### config.mk
export PLATFORM = sky130hd
export DESIGN_NAME = ffsa_cell
export DESIGN_NICKNAME = d
export VERILOG_FILES = /design/src/ffsa_pkg.sv /design/src/ffsa_cell.sv
export SDC_FILE = /design/constraint.sdc
export NUM_CORES = 1
export LEC_CHECK = 0
export BUFFER_PORTS_ARGS = -buffer_cell sky130_fd_sc_hd__buf_2
export CAP_MARGIN = 10
export CORE_MARGIN = 2
export CORE_UTILIZATION = 50
export DETAILED_ROUTE_END_ITERATION = 6
export GPL_TIMING_DRIVEN = 0
export HOLD_SLACK_MARGIN = 0.1
export PLACE_DENSITY = 0.75
export SETUP_SLACK_MARGIN = 0.5
export SYNTH_ARGS = -nofsm -noshare
export SYNTH_HDL_FRONTEND = slang
export SYNTH_SLANG_ARGS = --single-unit
### constraint.sdc
create_clock -name clk -period 2.7 [get_ports clk]
set_clock_uncertainty 0.05 [all_clocks]
set_input_delay 0.135 -clock clk [delete_from_list [all_inputs] [get_ports clk]]
set_output_delay 0.135 -clock clk [all_outputs]
set_load 0.01 [all_outputs]
### src/ffsa_pkg.sv
// ----------------------------------------------------------------------------
// ffsa_pkg
// Shared types and constants of the first-fit segment allocator.
// ----------------------------------------------------------------------------
package ffsa_pkg;

  localparam int ARENA_BYTES_DEF  = 65536;
  localparam int HEADER_BYTES_DEF = 16;
  localparam int MAX_SEGMENTS_DEF = 64;

  localparam int OFF_W  = 16;
  localparam int SIZE_W = 17;
  localparam int IDX_W  = 8;

  typedef enum logic [2:0] {
    ST_GRANTED  = 3'd0,
    ST_BAD_SIZE = 3'd1,
    ST_NO_FIT   = 3'd2,
    ST_FREED    = 3'd3,
    ST_UNKNOWN  = 3'd4
  } stat_t;

  typedef enum logic [2:0] {
    OP_NONE     = 3'd0,
    OP_SET_FREE = 3'd1,
    OP_SET_USED = 3'd2,
    OP_SPLIT    = 3'd3,
    OP_MERGE    = 3'd4
  } op_t;

  typedef struct packed {
    logic              valid;
    logic              free;
    logic [OFF_W-1:0]  start;
    logic [SIZE_W-1:0] size;
  } seg_t;

  typedef struct packed {
    op_t               op;
    logic [IDX_W-1:0]  idx;
    logic              is_free_cmd;
    logic [SIZE_W-1:0] req;
    logic [OFF_W-1:0]  off;
  } cell_ctl_t;

endpackage

### src/ffsa_cell.sv
// ----------------------------------------------------------------------------
// ffsa_cell
// One segment table entry; matches the request and shifts with neighbors.
// ----------------------------------------------------------------------------
module ffsa_cell #(
  parameter int IDX          = 0,
  parameter int ARENA_BYTES  = ffsa_pkg::ARENA_BYTES_DEF,
  parameter int HEADER_BYTES = ffsa_pkg::HEADER_BYTES_DEF
) (
  input  logic                clk,
  input  logic                rst,
  input  ffsa_pkg::cell_ctl_t ctl,
  input  ffsa_pkg::seg_t      prev,
  input  ffsa_pkg::seg_t      next,
  output ffsa_pkg::seg_t      seg,
  output logic                hit
);
  localparam logic [ffsa_pkg::SIZE_W-1:0] HDR = ffsa_pkg::SIZE_W'(HEADER_BYTES);
  localparam logic [ffsa_pkg::IDX_W:0]    ME  = (ffsa_pkg::IDX_W+1)'(IDX);

  logic [ffsa_pkg::IDX_W:0] at;
  logic [ffsa_pkg::IDX_W:0] at1;

  assign at  = {1'b0, ctl.idx};
  assign at1 = at + 1'b1;

  always_comb begin
    if (ctl.is_free_cmd) begin
      hit = seg.valid && (({1'b0, seg.start} + HDR) == {1'b0, ctl.off});
    end else begin
      hit = seg.valid && seg.free && (seg.size >= ctl.req);
    end
  end

  always_ff @(posedge clk) begin
    if (rst) begin
      if (IDX == 0) begin
        seg.valid <= 1'b1;
        seg.free  <= 1'b1;
        seg.start <= '0;
        seg.size  <= ffsa_pkg::SIZE_W'(ARENA_BYTES - HEADER_BYTES);
      end else begin
        seg <= '0;
      end
    end else begin
      case (ctl.op)
        ffsa_pkg::OP_SET_FREE: if (ME == at) seg.free <= 1'b1;
        ffsa_pkg::OP_SET_USED: if (ME == at) seg.free <= 1'b0;
        ffsa_pkg::OP_SPLIT: begin
          if (ME == at) begin
            seg.size <= ctl.req;
            seg.free <= 1'b0;
          end else if (ME == at1) begin
            seg.valid <= 1'b1;
            seg.free  <= 1'b1;
            seg.start <= prev.start + HDR[ffsa_pkg::OFF_W-1:0]
                         + ctl.req[ffsa_pkg::OFF_W-1:0];
            seg.size  <= prev.size - ctl.req - HDR;
          end else if (ME > at1) begin
            seg <= prev;
          end
        end
        ffsa_pkg::OP_MERGE: begin
          if (ME == at) begin
            seg.size <= seg.size + HDR + next.size;
          end else if (ME > at) begin
            seg <= next;
          end
        end
        default: ;
      endcase
    end
  end
endmodule
==> flow_results.org <==
** Synthesis
- The share of synthesized area in the top cell type comes to 0.243.
- Number of enable-type register cells in the synthesized netlist :: 0
- After synthesis, the largest family of logic cells by area is compound AO/OA/AOI/OAI gates.
- Area leader, netlist :: sky130_fd_sc_hd__ha_1
- Post-synthesis cell count :: 786
- Of the total synthesized cell area, the portion taken by XOR and XNOR cells is 0.0819.
- Yosys mapped the design onto 62 distinct sky130hd cell types.
- Of the total synthesized cell area, the portion taken by full adders, half adders and majority gates is 0.253.
- After synthesis, the share of cell area in mux cells is 0.0141.
- Post-Synthesis Cell Area :: 0.00578 mm^2
- Simple-gate area share of the yosys netlist :: 0.184
- Synth warn :: 0
- Syn Area/Cell :: 7.35 um^2
- Counting every net in the synthesized netlist gives 1018.
- Of all flip-flops after synthesis, the portion carrying an async set or reset was 0.
- Fraction of the yosys area taken by sequential cells :: 0.121
- Ranked by total cell area, the synthesized netlist is headed by sky130_fd_sc_hd__ha_1 24%, sky130_fd_sc_hd__dfxtp_1 12%, sky130_fd_sc_hd__inv_1 5.3%, sky130_fd_sc_hd__a21oi_1 5.2%, sky130_fd_sc_hd__xnor2_1 5.0%.
- Post-synthesis compound-gate area fraction :: 0.274
- Top FF cell, synth :: sky130_fd_sc_hd__dfxtp_1
- The synthesized design contains 35 register bits.

** Placement
- Port Buffer Count :: 137
- Final weighted congestion in routability-driven placement :: 0.981
- Placed cell area :: 0.00681 mm^2
- Sum of net half-perimeters after detailed placement :: 14500 um

** Global routing
- The first global-routing pass estimated 30200 um of wire.
- Antenna violations before repair :: 0
- Entering global routing, the biggest net connects 11 pins.
- All-layer global routing usage :: 0.297
- Number of global-route vias before repair :: 6260
- Total gr overflow :: 0

** Finish
- Commonest cells after routing, fill and taps aside :: 135 x sky130_fd_sc_hd__buf_2, 82 x sky130_fd_sc_hd__ha_1, 75 x sky130_fd_sc_hd__inv_1, 69 x sky130_fd_sc_hd__nand2_1, 61 x sky130_fd_sc_hd__nor2_1
- Relative to the synthesized area, the layout overhead comes to 38.3%.
- Fill cells in the final layout number 934.
- Registers with the most flip-flops :: seg: 35 flops
- After the last flow step, the layout net total stands at 1203.
- For this run, the share of the core covered by cells in the final layout is 0.703.
- Register with the most flip-flops :: seg
- Design Area, Final :: 0.00799 mm^2
- Most common cell after layout, fill and taps aside :: sky130_fd_sc_hd__buf_2
- Of the cells placed in the final design, the portion with a size suffix greater than 1 is 0.320.
- 0 antenna diodes ended up in the layout.
- Largest register FFs :: 35

** Critical path
- Logic depth of the worst register-to-register path :: 10
- The critical path goes through ha_4 > nand2_2 > or2_1 > buf_6 > or3_4 > o211ai_1 > a31oi_1 > or4_1 > o21ai_2 > buf_2.
- Dominant delay contributor by cell family on the critical path :: simple AND/OR/NAND/NOR gates
- Of all nets on the critical path, the largest fanout is 5.
- STA classifies the critical path startpoint as a flip-flop.
- At the worst endpoint, the arrival time is 2.53 ns.
- Crit. End Element :: output port
- In this design, the stage delay of the slowest critical-path cell is 0.42 ns.
- Slowest library cell on the worst path :: sky130_fd_sc_hd__or4_1
- Together, buffers and inverters on the worst path number 2.
- For the worst setup path, the data required time is 2.52 ns.
- Slack of the worst reg-to-reg path :: 0.01 ns
- Critical R2R Launch :: seg[1]
- By startpoint and endpoint, the worst setup path is classified as reg2out.
- End of the worst register-to-register path :: seg[13]

** Flow run
- The tool flagged a number of max-cap violations equal to 0.

** Clocking
- The clock passes through at most 2 buffers.
- The H-tree was split into 2 levels.
- At the later pin of the worst-skew pair, clock insertion delay measures 0.28 ns.
- TritonCTS built the clock tree.
- In this run, CTS created clock tree buffers numbering 5.
- After clock tree synthesis, the clock-pin slew on the worst setup and hold paths is 0.06 ns.
- Library cell used as clock root buffer :: sky130_fd_sc_hd__clkbuf_16
- Clk sinks :: 35

** Hold path
- The worst hold path passes through 3 cells.
- Hold Crit Class :: in2reg
- End point of the most critical hold path :: seg[32]
- Startpoint of the lowest-slack hold path :: prev[32]

** Die
- Total die area :: 0.0124 mm^2
- Core outline area :: 0.0114 mm^2
- Number of primary I/O pins :: 153
- Starting utilization of the core area :: 0.508
- Overall die width :: 111 um
- Die extent in y :: 111 um
- Total number of placement rows :: 39

** Drt
- Mean routed wirelength per cell :: 18.1 um
- Dividing the detail-routed via count by the number of cells gives 6.14.
- Routed via count :: 6848
- After the first detailed-routing iteration, the DRC count stood at 579.
- Final routed wirelength across all metal layers :: 20200 um
- For this run, the detailed router's first-pass iteration total came to 7.
- Post-route antenna net violation count :: 0
- Final routed DRC violation total :: 1

** Power and ir drop
- VDD IR max :: 0.242 mV
- For this design the ratio of total power to cell area is 288 mW/mm^2.
- Final Power :: 2300 uW
- Leakage :: 0.00359 uW

** STA
- For the finished layout, the period the worst path requires is 2.71 ns.
- In the final timing run, aggregate negative setup slack is -0.0108 ns.
- Once routing completed, OpenROAD measured the worst setup slack at -0.0108 ns.
- The number of endpoints with negative hold slack in the final report came to 0.
- RSZ-0062 raised after global routing :: true
- Based on the critical path, the design can be clocked at up to 369 MHz.
- Final Setup Violations :: 1
- The final number of max-transition violations is 0.
- At the pin with the least slew margin, the transition time is 0.847 ns.
- Of the available clock period, the critical path in the final layout requires 1.00.
- On the final layout, the worst hold slack is 0.102 ns.
- Max-slew headroom :: 0.435

** Status
- The final reports fail on design-rule violations, negative setup slack.
- The flow ran to the end, but the final reports show violations.
[cells by family after synthesis]
family / Yosys count
compound gates: 240
xor+xnor: 54
fa+ha+maj: 115
buf+inv: 106
flops: 35
mux: 8
simple gates: 228
[power breakdown]
group,internal (uW),switching (uW)
registers,512,5.25
logic,534,677
clock network,337,234
total,1380,916
[layout make-up]
class                           count  area (um^2)  share of cell area
Buffer                             25          148              0.0185
Clock buffer                        6          129              0.0161
Clock inverter                      2         7.51            0.000940
Inverter                           81          307              0.0384
Multi-Input combinational cell    647         5450               0.683
Sequential cell                    35          732              0.0916
Tap cell                          143          179              0.0224
Timing Repair Buffer              176         1030               0.129
[synth_stat cells, types with 8 or more instances]
library cell                 n
sky130_fd_sc_hd__a211oi_1   14
sky130_fd_sc_hd__a21o_1     10
sky130_fd_sc_hd__a21oi_1    60
sky130_fd_sc_hd__a31oi_1    14
sky130_fd_sc_hd__clkbuf_1   18
sky130_fd_sc_hd__dfxtp_1    35
sky130_fd_sc_hd__ha_1      112
sky130_fd_sc_hd__inv_1      81
sky130_fd_sc_hd__nand2_1    69
sky130_fd_sc_hd__nand3_1    20
sky130_fd_sc_hd__nor2_1     65
sky130_fd_sc_hd__nor3_1     18
sky130_fd_sc_hd__o211ai_1   12
sky130_fd_sc_hd__o21ai_0    52
sky130_fd_sc_hd__o31ai_1     8
sky130_fd_sc_hd__xnor2_1    33
sky130_fd_sc_hd__xor2_1     21
[worst max-delay path by stage]
stage | from | endpoint | slack [ns] | depth (start not counted)
floorplan | seg[1] | seg[13] | 0.11 | 10
detailed placement | ctl[19] | seg[16] | -0.26 | 12
finish | seg[22] | hit | -0.01 | 10
CTS | seg[22] | hit | -0.002 | 10
global route | seg[22] | hit | -0.14 | 10
global placement | ctl[19] | seg[16] | -0.27 | 12
[routing by layer]
layer / wire length [um] / track usage
met1: 8190 / 0.384
met2: 9390 / 0.496
met3: 1720 / 0.0430
met4: 905 / 0.125
met5: 0 / 0
[timing repair]
| action | 4_1_cts | 5_1_grt |
|---|---|---|
| buffers inserted | 18 | 16 |
| hold endpoints to repair | 5 | 0 |
| endpoints found under the setup margin | 34 | 34 |
| hold buffers | 5 | 0 |
| gates resized for setup | 77 | 78 |
| pin swaps | 51 | 49 |
| gates cloned | 1 | 1 |
[worst reg2reg max path, cell delays in order, from the launching register on]
cell	delay, ns
sky130_fd_sc_hd__dfxtp_4	0.36
sky130_fd_sc_hd__ha_4	0.22
sky130_fd_sc_hd__ha_4	0.16
sky130_fd_sc_hd__fa_2	0.37
sky130_fd_sc_hd__a211o_1	0.32
sky130_fd_sc_hd__a21oi_4	0.19
sky130_fd_sc_hd__o31ai_4	0.09
sky130_fd_sc_hd__o41a_1	0.37
sky130_fd_sc_hd__xor2_1	0.19
sky130_fd_sc_hd__a31oi_1	0.17
sky130_fd_sc_hd__o21ai_1	0.08
[through the flow]
stage	setup slack, ns	cells
4_1_cts	-0.00155	1098
3_3_place_gp	-0.269	1066
3_5_place_dp	-0.256	1066
2_1_floorplan	0.109	786
6_report	-0.0108	1115
5_1_grt	-0.139	1115
No activity file was read; power rests on OpenSTA's default activity.
